[src/sv/udpf_pkg.sv]
// ----------------------------------------------------------------------------
// udpf_pkg - shared types and constants of the UDP multicast frame filter
// Request layouts, configuration set and verdict codes.
// ----------------------------------------------------------------------------
package udpf_pkg;

  typedef struct packed {
    logic [7:0] frame_byte;
    logic       end_of_frame;
  } in_t;

  typedef struct packed {
    logic [7:0]  payload_byte;
    logic        payload_valid;
    logic        frame_done;
    logic [2:0]  verdict;
    logic [15:0] payload_length;
  } out_t;

  typedef struct packed {
    logic [15:0] match_port;
    logic [31:0] match_address;
  } cfg_t;

  localparam int CFG_INDEX_W = 1;
  localparam int CFG_DATA_W  = 32;

  localparam logic [CFG_INDEX_W-1:0] REG_MATCH_PORT    = 1'd0;
  localparam logic [CFG_INDEX_W-1:0] REG_MATCH_ADDRESS = 1'd1;

  localparam logic [15:0] MATCH_PORT_RESET    = 16'd44040;
  localparam logic [31:0] MATCH_ADDRESS_RESET = 32'hEFC3_1452;

  localparam logic [2:0] V_ACCEPT     = 3'd0;
  localparam logic [2:0] V_SHORT      = 3'd1;
  localparam logic [2:0] V_NOT_IPV4   = 3'd2;
  localparam logic [2:0] V_NOT_UDP    = 3'd3;
  localparam logic [2:0] V_MISMATCH   = 3'd4;
  localparam logic [2:0] V_BAD_LENGTH = 3'd5;
  localparam logic [2:0] V_TRUNCATED  = 3'd6;

  localparam logic [15:0] ETHERTYPE_IPV4   = 16'h0800;
  localparam logic [7:0]  IP_PROTO_UDP     = 8'd17;
  localparam logic [3:0]  MIN_IHL          = 4'd5;
  localparam logic [6:0]  ETH_HEADER_BYTES = 7'd14;
  localparam logic [15:0] UDP_HEADER_BYTES = 16'd8;
  localparam logic [16:0] MIN_FRAME_BYTES  = 17'd42;
  localparam logic [15:0] POS_ETHERTYPE_LO = 16'd13;
  localparam logic [15:0] POS_IHL          = 16'd14;
  localparam logic [15:0] POS_PROTOCOL     = 16'd23;
  localparam logic [15:0] POS_DEST_ADDR_LO = 16'd33;
  localparam logic [15:0] POS_MAX          = 16'hFFFF;

endpackage

[src/sv/udpf_parse.sv]
// ----------------------------------------------------------------------------
// udpf_parse - per-frame header parser
// Holds the frame state, checks header fields byte by byte and builds the
// result for each accepted byte.
// ----------------------------------------------------------------------------
module udpf_parse (
  input  logic           clk,
  input  logic           rst,
  input  logic           take,
  input  udpf_pkg::in_t  frame,
  input  udpf_pkg::cfg_t cfg,
  output udpf_pkg::out_t res,
  output logic           res_fire
);

  logic [15:0] byte_position;
  logic [3:0]  header_words;
  logic [31:0] field_shift;
  logic [15:0] udp_length_seen;
  logic [15:0] payload_remaining;
  logic [2:0]  running_verdict;

  logic [15:0] byte_position_next;
  logic [3:0]  header_words_next;
  logic [31:0] field_shift_next;
  logic [15:0] udp_length_seen_next;
  logic [15:0] payload_remaining_next;
  logic [2:0]  running_verdict_next;

  logic [15:0] low16;
  logic        hdr_ok;
  logic [15:0] udp_start;
  logic [16:0] udp_end_new;
  logic [16:0] count;
  logic        fwd;
  logic [2:0]  verdict;

  always_comb begin
    field_shift_next       = {field_shift[23:0], frame.frame_byte};
    low16                  = field_shift_next[15:0];
    hdr_ok                 = header_words >= udpf_pkg::MIN_IHL;
    udp_start              = {9'd0, udpf_pkg::ETH_HEADER_BYTES + {1'b0, header_words, 2'b00}};
    header_words_next      = header_words;
    running_verdict_next   = running_verdict;
    udp_length_seen_next   = udp_length_seen;
    payload_remaining_next = payload_remaining;
    fwd                    = 1'b0;

    if (byte_position == udpf_pkg::POS_ETHERTYPE_LO && low16 != udpf_pkg::ETHERTYPE_IPV4) begin
      if (running_verdict_next == udpf_pkg::V_ACCEPT) running_verdict_next = udpf_pkg::V_NOT_IPV4;
    end
    if (byte_position == udpf_pkg::POS_IHL) begin
      header_words_next = frame.frame_byte[3:0];
      if (frame.frame_byte[3:0] < udpf_pkg::MIN_IHL &&
          running_verdict_next == udpf_pkg::V_ACCEPT) begin
        running_verdict_next = udpf_pkg::V_BAD_LENGTH;
      end
    end
    if (byte_position == udpf_pkg::POS_PROTOCOL && frame.frame_byte != udpf_pkg::IP_PROTO_UDP) begin
      if (running_verdict_next == udpf_pkg::V_ACCEPT) running_verdict_next = udpf_pkg::V_NOT_UDP;
    end
    if (byte_position == udpf_pkg::POS_DEST_ADDR_LO && field_shift_next != cfg.match_address) begin
      if (running_verdict_next == udpf_pkg::V_ACCEPT) running_verdict_next = udpf_pkg::V_MISMATCH;
    end

    if (hdr_ok) begin
      if (byte_position == udp_start + 16'd3 && low16 != cfg.match_port) begin
        if (running_verdict_next == udpf_pkg::V_ACCEPT) running_verdict_next = udpf_pkg::V_MISMATCH;
      end
      if (byte_position == udp_start + 16'd5) begin
        udp_length_seen_next = low16;
        if (low16 < udpf_pkg::UDP_HEADER_BYTES) begin
          if (running_verdict_next == udpf_pkg::V_ACCEPT) begin
            running_verdict_next = udpf_pkg::V_BAD_LENGTH;
          end
          payload_remaining_next = 16'd0;
        end else begin
          payload_remaining_next = low16 - udpf_pkg::UDP_HEADER_BYTES;
        end
      end
      if (running_verdict_next == udpf_pkg::V_ACCEPT &&
          byte_position >= udp_start + udpf_pkg::UDP_HEADER_BYTES &&
          payload_remaining_next != 16'd0) begin
        fwd                    = 1'b1;
        payload_remaining_next = payload_remaining_next - 16'd1;
      end
    end

    byte_position_next = (byte_position != udpf_pkg::POS_MAX) ? byte_position + 16'd1
                                                              : byte_position;

    count       = {1'b0, byte_position} + 17'd1;
    udp_end_new = {10'd0, udpf_pkg::ETH_HEADER_BYTES + {1'b0, header_words_next, 2'b00}}
                  + {1'b0, udpf_pkg::UDP_HEADER_BYTES};
    if (count < udpf_pkg::MIN_FRAME_BYTES) begin
      verdict = udpf_pkg::V_SHORT;
    end else if (running_verdict_next != udpf_pkg::V_ACCEPT) begin
      verdict = running_verdict_next;
    end else if (header_words_next < udpf_pkg::MIN_IHL || count < udp_end_new) begin
      verdict = udpf_pkg::V_SHORT;
    end else if (payload_remaining_next != 16'd0) begin
      verdict = udpf_pkg::V_TRUNCATED;
    end else begin
      verdict = udpf_pkg::V_ACCEPT;
    end

    res.payload_byte   = fwd ? frame.frame_byte : 8'd0;
    res.payload_valid  = fwd;
    res.frame_done     = frame.end_of_frame;
    res.verdict        = frame.end_of_frame ? verdict : udpf_pkg::V_ACCEPT;
    res.payload_length = 16'd0;
    if (frame.end_of_frame &&
        (verdict == udpf_pkg::V_ACCEPT || verdict == udpf_pkg::V_TRUNCATED) &&
        udp_length_seen_next >= udpf_pkg::UDP_HEADER_BYTES) begin
      res.payload_length = udp_length_seen_next - udpf_pkg::UDP_HEADER_BYTES;
    end
    res_fire = fwd || frame.end_of_frame;
  end

  always_ff @(posedge clk) begin
    if (rst || (take && frame.end_of_frame)) begin
      byte_position     <= 16'd0;
      header_words      <= 4'd0;
      field_shift       <= 32'd0;
      udp_length_seen   <= 16'd0;
      payload_remaining <= 16'd0;
      running_verdict   <= udpf_pkg::V_ACCEPT;
    end else if (take) begin
      byte_position     <= byte_position_next;
      header_words      <= header_words_next;
      field_shift       <= field_shift_next;
      udp_length_seen   <= udp_length_seen_next;
      payload_remaining <= payload_remaining_next;
      running_verdict   <= running_verdict_next;
    end
  end

endmodule

[src/sv/udpf_out_reg.sv]
// ----------------------------------------------------------------------------
// udpf_out_reg - result register
// Holds one result request until the downstream side takes it.
// ----------------------------------------------------------------------------
module udpf_out_reg (
  input  logic           clk,
  input  logic           rst,
  input  logic           load,
  input  udpf_pkg::out_t load_data,
  input  logic           result_ready,
  output logic           result_valid,
  output udpf_pkg::out_t result
);

  always_ff @(posedge clk) begin
    if (rst) begin
      result_valid <= 1'b0;
    end else if (load) begin
      result_valid <= 1'b1;
    end else if (result_ready) begin
      result_valid <= 1'b0;
    end
  end

  always_ff @(posedge clk) begin
    if (load) begin
      result <= load_data;
    end
  end

endmodule

[src/sv/udp_multicast_frame_filter_core.sv]
// ----------------------------------------------------------------------------
// udp_multicast_frame_filter_core - Ethernet/IPv4/UDP destination filter
// Forwards the UDP payload of frames addressed to the configured group and
// port, and gives a verdict on the last byte of every frame.
//
//   channel  | handshake                  | payload
//   ---------+----------------------------+------------------------------
//   frame    | frame_valid / frame_ready  | frame (in_t)
//   result   | result_valid / result_ready| result (out_t)
//   config   | cfg_we                     | cfg_index, cfg_data
//
// One byte is accepted per cycle while no result is stalled, a rate set by
// the single result register. Payload and last bytes load a registered result.
// Reset clears frame state, loads the default port and address.
// A stalled result holds the frame side only while it is still waiting.
// ----------------------------------------------------------------------------
module udp_multicast_frame_filter_core (
  input  logic                             clk,
  input  logic                             rst,
  input  logic                             frame_valid,
  output logic                             frame_ready,
  input  udpf_pkg::in_t                    frame,
  output logic                             result_valid,
  input  logic                             result_ready,
  output udpf_pkg::out_t                   result,
  input  logic                             cfg_we,
  input  logic [udpf_pkg::CFG_INDEX_W-1:0] cfg_index,
  input  logic [udpf_pkg::CFG_DATA_W-1:0]  cfg_data
);

  udpf_pkg::cfg_t cfg;
  udpf_pkg::out_t res;
  logic           res_fire;
  logic           take;

  assign frame_ready = !result_valid || result_ready;
  assign take        = frame_valid && frame_ready;

  always_ff @(posedge clk) begin
    if (rst) begin
      cfg.match_port    <= udpf_pkg::MATCH_PORT_RESET;
      cfg.match_address <= udpf_pkg::MATCH_ADDRESS_RESET;
    end else if (cfg_we) begin
      case (cfg_index)
        udpf_pkg::REG_MATCH_PORT: begin
          cfg.match_port <= cfg_data[15:0];
        end
        udpf_pkg::REG_MATCH_ADDRESS: begin
          cfg.match_address <= cfg_data;
        end
        default: begin
        end
      endcase
    end
  end

  udpf_parse u_parse (
    .clk      (clk),
    .rst      (rst),
    .take     (take),
    .frame    (frame),
    .cfg      (cfg),
    .res      (res),
    .res_fire (res_fire)
  );

  udpf_out_reg u_out_reg (
    .clk          (clk),
    .rst          (rst),
    .load         (take && res_fire),
    .load_data    (res),
    .result_ready (result_ready),
    .result_valid (result_valid),
    .result       (result)
  );

endmodule

[config.mk]
export PLATFORM = sky130hd
export DESIGN_NAME = udp_multicast_frame_filter_core
export DESIGN_NICKNAME = d
export VERILOG_FILES = /design/src/sv/udpf_pkg.sv /design/src/sv/udpf_parse.sv /design/src/sv/udpf_out_reg.sv /design/src/sv/udp_multicast_frame_filter_core.sv
export SDC_FILE = /design/constraint.sdc
export NUM_CORES = 1
export LEC_CHECK = 0
export ABC_AREA = 1
export BUFFER_PORTS_ARGS = -buffer_cell sky130_fd_sc_hd__buf_2
export CAP_MARGIN = 20
export CORE_MARGIN = 3
export CORE_UTILIZATION = 44
export DETAILED_ROUTE_END_ITERATION = 12
export PLACE_DENSITY_LB_ADDON = 0.05
export SLEW_MARGIN = 20
export SYNTH_ARGS = -nofsm -noshare
export SYNTH_HDL_FRONTEND = slang
export SYNTH_HIERARCHICAL = 1
export SYNTH_SLANG_ARGS = --single-unit
export TNS_END_PERCENT = 1
[constraint.sdc]
create_clock -name clk -period 5.69 [get_ports clk]
set_input_delay 1.138 -clock clk [delete_from_list [all_inputs] [get_ports clk]]
set_output_delay 1.138 -clock clk [all_outputs]
set_load 0.01 [all_outputs]
# --- Word level (Yosys, flattened, before mapping) ---
# Cells that the tools add are included.
word_totals:
  wordCells: 111
  n_memories: 0
  romBits: 0
  ramBits: 0
  output_inout_bits: 31
  reg_bits: 157
  latch_bits: 0
  inputBits: 47
op_classes:
  n_reduce_logical: 33
  n_shift: 0
  bitwise: 1
  mux: 32
  multipliers: 0
  add_sub_neg: 11
  n_lt_le_gt_ge: 8
  div: 0
  eq_ne: 12
ops:
  columns: ["op", "n"]
  rows:
  - ["$mux 16", 7]
  - ["$mux 3", 20]
  - ["$eq 16x16->1", 2]
  - ["$eq 16x4->1 const B", 2]
  - ["$ne 32x32->1", 1]
  - ["$reduce_bool 16->1", 2]
  - ["$sub 16x4->16 const B", 2]
  - ["$logic_not 3->1", 8]
  - ["$add 16x1->17 const B", 1]
  - ["$lt 17x17->1", 1]
  - ["$lt 17x6->1 const B", 1]
  - ["$add 16x1->16 const B", 1]
  - ["$add 7x4->8 const B", 2]
  - ["$eq 16x5->1 const B", 1]
  - ["$eq 16x6->1 const B", 1]
  - ["$ge 16x16->1", 1]
  - ["$ge 16x4->1 const B", 1]
  - ["$lt 16x4->1 const B", 1]
  - ["$ne 16x12->1 const B", 1]
  - ["$ne 16x16->1", 1]
  - ["$ne 16x16->1 const B", 1]
  - ["$sub 16x1->16 const B", 1]
  - ["$add 4x6->7 const A", 2]
  - ["$logic_and 1x1->1", 12]
  - ["other kinds (14)", 24]

# --- Logic depth before layout (Yosys ltp) ---
depth:
  ltp_word: 36
  mapped_depth: 38

# --- Cells and area by module ---
# The synthesis kept the hierarchy.
modules_own_cells:
  columns: ["module", "cells_per_inst", "n_inst", "seq_area_each_um2", "area_each_um2"]
  rows:
  - ["udpf_parse", 1173, 1, 1581.5, 7158.1]
  - ["udp_multicast_frame_filter_core", 240, 1, 960.9, 1860.5]
  - ["udpf_out_reg", 34, 1, 890.9, 910.9]

# --- Worst setup path after synthesis ---
# No wires, ideal clock.
synth_timing:
  path_kind: "register to register"
  start: "register u_parse.header_words[0]"
  end: "register, netlist name u_out_reg/result[0]"
  setup_slack_ns: 1.122
  stages_incl_launch_ff: 29
  path_buffers: 2
  t_arrival_ns: 4.179
  setup_ns: 0.390
  t_required_ns: 5.300
  path_cell_list: "dfxtp_1 inv_2 ha_1 inv_1 nor2_1 nor2_1 ha_1 inv_1 nor2_1 inv_1 nand3_1 nand2_1 nand2_1 nand3_1 nor2_4 buf_6 nand4_1 nand2_1 inv_1 ha_1 nand2_1 nor2_4 nand2_8 nand2_8 buf_8 nor2_1 clkinv_1 nand2_1 and3_1"
synth_via:
  elab_chain_cells: 18
  word_cells_on_any_way: 26
  classes_between: "add/sub: 4; order compare: 2; eq/ne: 2; mux: 10; reduce/logical: 8"
synth_rtl:
  columns: ["element", "line_no", "rtl"]
  rows:
  - ["start: declaration", "udpf_parse.sv:17", "logic [3:0] header_words;"]
  - ["start signal: assignment", "udpf_parse.sv:130", "header_words <= header_words_next;"]
  - ["$add 4x6->7", "udpf_parse.sv:42", "udp_start = {9'd0, udpf_pkg::ETH_HEADER_BYTES + {1'b0, header_words, 2'b00}};"]
  - ["$add 7x2->8", "udpf_parse.sv:67", "if (byte_position == udp_start + 16'd3 && low16 != cfg.match_port) begin"]
  - ["$eq 16x16->1", "udpf_parse.sv:67", null]
  - ["$logic_and 1x1->1", "udpf_parse.sv:67", null]
  - ["$mux 3", "udpf_parse.sv:67", null]
  - ["$mux 3", "udpf_parse.sv:66", "if (hdr_ok) begin"]
  - ["$logic_not 3->1", "udpf_parse.sv:73", "if (running_verdict_next == udpf_pkg::V_ACCEPT) begin"]
  - ["$mux 3", "udpf_parse.sv:73", null]
  - ["(+4 left out)", null, null]
  - ["$logic_and 1x1->1", "udpf_parse.sv:81", "if (running_verdict_next == udpf_pkg::V_ACCEPT &&"]
  - ["$logic_and 1x1->1", "udpf_parse.sv:82", "byte_position >= udp_start + udpf_pkg::UDP_HEADER_BYTES &&"]
  - ["$mux 1", "udpf_parse.sv:81", null]
  - ["$mux 1 (*)", "udpf_parse.sv:66", null]
  - ["named net u_parse.fwd", "udpf_parse.sv:35", "logic fwd;"]
  - ["$logic_or 1x1->1 (*)", "udpf_parse.sv:117", "res_fire = fwd || frame.end_of_frame;"]
  - ["named net res_fire", "udp_multicast_frame_filter_core.sv:33", "logic res_fire;"]
  - ["$logic_and 1x1->1 (*)", "udp_multicast_frame_filter_core.sv:70", ".load (take && res_fire),"]
# Mark *: on every way through the listed nets, which the timed path passes. The rest lies on a longest branch. The select of a mux whose other input is x is not followed.
# A chain may end at the register's enable or synchronous reset.

# --- Final worst setup path ---
layout_timing:
  start: "register u_parse.header_words[0]"
  end: "register, netlist name u_out_reg/result[3]"
layout_via:
  elab_chain_cells: 25
  word_cells_on_any_way: 47
  classes_between: "add/sub: 8; order compare: 5; eq/ne: 3; mux: 18; reduce/logical: 13"
layout_rtl:
  columns: ["element", "line_no", "rtl"]
  rows:
  - ["$add 4x6->7", "udpf_parse.sv:42", null]
  - ["$add 7x2->8", "udpf_parse.sv:67", null]
  - ["$eq 16x16->1", "udpf_parse.sv:67", null]
  - ["$logic_and 1x1->1", "udpf_parse.sv:67", null]
  - ["$mux 3", "udpf_parse.sv:67", null]
  - ["$mux 3", "udpf_parse.sv:66", null]
  - ["$logic_not 3->1", "udpf_parse.sv:73", null]
  - ["$mux 3", "udpf_parse.sv:73", null]
  - ["(+9 left out)", null, null]
  - ["$mux 3", "udpf_parse.sv:101", "end else if (payload_remaining_next != 16'd0) begin"]
  - ["$mux 3", "udpf_parse.sv:99", "end else if (header_words_next < udpf_pkg::MIN_IHL || count < udp_end_new) begin"]
  - ["$mux 3", "udpf_parse.sv:97", "end else if (running_verdict_next != udpf_pkg::V_ACCEPT) begin"]
  - ["$mux 3", "udpf_parse.sv:95", "if (count < udpf_pkg::MIN_FRAME_BYTES) begin"]
  - ["$eq 3x3->1 / $logic_not 3->1 (equally long branches)", "udpf_parse.sv:113", "(verdict == udpf_pkg::V_ACCEPT || verdict == udpf_pkg::V_TRUNCATED) &&"]
  - ["$logic_or 1x1->1", "udpf_parse.sv:113", null]
  - ["$logic_and 1x1->1", "udpf_parse.sv:112", "if (frame.end_of_frame &&"]
  - ["$logic_and 1x1->1", "udpf_parse.sv:113", null]
# Parallel ways exist; a longest one is shown, timed or not. The select of a mux whose other input is x is not followed.

==> flow_summary.ini <==
[clocking]
clock-root-buffer = clkbuf_16
ctsResizeCount = 0
clkTransAtPathRegs_ps = 70
cts_tree = built
cts_buffers = 17
cts_setup_buffers = 0
clk_latency_ps = 430
cts_sinks = 157
clockBufferDepth = 2
cts.htree.levels = 4
holdBufCountCts = 0

[routing]
dr.pass1.iters = 5
drtAntennaViolNets = 0
drtIter0Drc = 685
via_per_inst = 5.13
drt-wirelength-per-cell_microns = 16.3
drc = 0
detail_route.wirelength_microns = 29100
num_vias = 9158

[placement]
post_dp_cell_area_sq_mm = 0.0104
dp_hpwl_microns = 21300
gp_congestion = 0.893
port-buffer-count = 77

[worst_hold_path]
whs_endpoint = u_parse/field_shift[16]
hold_class = flip-flop to flip-flop
hold_depth = 2
hp-start = u_parse/field_shift[16]

[sta]
fin_tns_setup_ps = 0
slew_viol_final = 0
finClkSkew_ps = 10.6
fin_crit_ps = 5150
fin_crit_sh = 0.904
timing.final.hold_violations = 0
tightest_slew_ps = 791
fmax_mhz = 194
setup_viol_count_final = 0
slew_headroom = 0.473
rsz0062_at_grt = false

[synthesis]
syn_area_sq_mm = 0.00993
syn_nets = 1517
syn_area_per_cell_sq_um = 6.86
synthArstFlopShare = 0
ys_warn_count = 6
synthDistinctLibCells = 53
synth_seq_cells = 157
synth-main-ff-cell = dfxtp_1
synthCells = 1447
synth_edf_count = 29
synth_seq_area_share = 0.346

[worst_setup_path]
endpoint_kind = flip-flop
slowest_stage = dfxtp_1
timing.rr.start = u_parse/header_words[0]
cp_data_required_time_ps = 5870
cp-start-kind = flip-flop
cp_max_fo = 18
critPathLaunch = u_parse/header_words[0]
cp_top_family = simple AND/OR/NAND/NOR gates
reg2reg_slack_ps = 540
r2r-end = u_out_reg/result[3]
cpPeakStageDelay_ps = 540
critical_path_arrival_ps = 5320
critPathKind = flip-flop to flip-flop
critPathMostFrequentCell = nand2_1
crit_buf_inv = 5
r2r_cells = 35

[die]
dieArea_sq_mm = 0.0244
die_y_microns = 156
io_pins = 78
num_rows = 54
core_area_sq_mm = 0.0220
start_util = 0.451
die_w_microns = 156

[layout]
syn2layout_area_growth_pct = 11.0
mostFrequentLayoutCells = nand2_1, nor2_1, inv_1
layout.nets = 1562
nFillCells = 2303
post-route-util = 0.500
diodes = 0
final_common_cell = nand2_1
fin_area_sq_mm = 0.0110
drive_gt1_frac = 0.146

[power_and_ir_drop]
finalPower_w = 0.00313
power.leakage_nw = 5.23
power_density_mw_per_mm2 = 284
vdd_drop_max_mv = 0.163

[global_route]
antenna_found_initial = 0
grt_overflow_total = 0
grt_pass1_wl_microns = 46900
groute.usage.overall = 0.244
grt_max_degree = 75
grt_pass1_vias = 8630

[job]
cap_viol_max_count = 0

[outcome]
status = complete, no violations
-- metal layers --
metal / up-vias / GRT usage / share of wire
met2: 239 / 0.392 / 0.45
met3: 27 / 0.0373 / 0.052
met1: 4169 / 0.345 / 0.48
li1: 4723 / - / -
met4: 0 / 0.0625 / 0.015
met5: - / 0 / 0
-- state kept, by name, summed over array words and instances, names as in the netlist --
register	cells
u_parse/payload_remaining	16
u_out_reg/result_valid	1
u_parse/byte_position	16
u_out_reg/result	29
u_parse/running_verdict	3
u_parse/udp_length_seen	16
u_parse/header_words	4
cfg	48
u_parse/field_shift	24
-- logic make-up (layout without fill, tap and decap cells) --
| logic type | after synthesis | in the layout | share of synthesized area |
|---|---|---|---|
| adder cells (fa/ha/maj) | 23 | 23 | 0.0290 |
| flip-flops | 157 | 157 | 0.346 |
| XOR/XNOR | 65 | 65 | 0.0573 |
| AND/OR/NAND/NOR | 766 | 766 | 0.356 |
| AO/OA/AOI/OAI | 188 | 188 | 0.104 |
| buffers and inverters | 248 | 306 | 0.108 |
-- cell usage after synthesis, types with 20 or more instances --
cell type / count / share of area
nand2_1: 333 / 0.13
nor2_1: 185 / 0.070
xor2_1: 36 / 0.032
clkbuf_1: 31 / 0.012
nand4_1: 30 / 0.019
xnor2_1: 29 / 0.026
edfxtp_1: 29 / 0.088
nand3_1: 106 / 0.053
ha_1: 23 / 0.029
o21ai_0: 81 / 0.041
nor2_2: 20 / 0.013
nor3_1: 23 / 0.012
dfxtp_1: 128 / 0.26
inv_1: 167 / 0.063
a21oi_1: 59 / 0.030
-- how the worst max path moves through the flow --
stage | end | slack [ps] | depth (start not counted)
floorplan | u_out_reg/result[0] | 1120 | 28
global placement | u_out_reg/result[25] | 320 | 26
detailed placement | u_out_reg/result[23] | 360 | 26
CTS | u_out_reg/result[25] | 310 | 26
global route | u_out_reg/result[0] | 40 | 34
finish | u_out_reg/result[3] | 540 | 35
-- report_power, final --
part	switching (W)	leakage, nW	total, W	internal (W)
Clock	0.000523	0.301	0.00120	0.000679
Sequential	0.0000569	1.34	0.00126	0.00120
Combinational	0.000451	3.59	0.000674	0.000223
-- worst reg2reg max path: cells and delay by family, from the launching register on --
family / cells / cell delay [ps]
adder cells (fa/ha/maj): 2 / 520
buffers and inverters: 5 / 410
flip-flops: 1 / 540
AND/OR/NAND/NOR: 28 / 3440
-- through the flow --
step / instances / hold WS (ps) / worst slack (ps)
2_1_floorplan: 1447 / 442 / 1120
3_3_place_gp: 1753 / 462 / 321
3_5_place_dp: 1753 / 460 / 356
4_1_cts: 1785 / 481 / 309
5_1_grt: 1785 / 505 / 38.0
6_report: 1785 / 476 / 544
-- layout make-up --
cell class | count | area, sq um | area share
multi-input combinational | 1042 | 5450 | 0.494
sequential | 157 | 3430 | 0.311
inverter | 186 | 708 | 0.0643
timing repair buffer | 88 | 468 | 0.0425
clock buffer | 18 | 439 | 0.0398
tap | 280 | 350 | 0.0318
clock inverter | 14 | 173 | 0.0157
No activity file was read; power rests on OpenSTA's default activity.
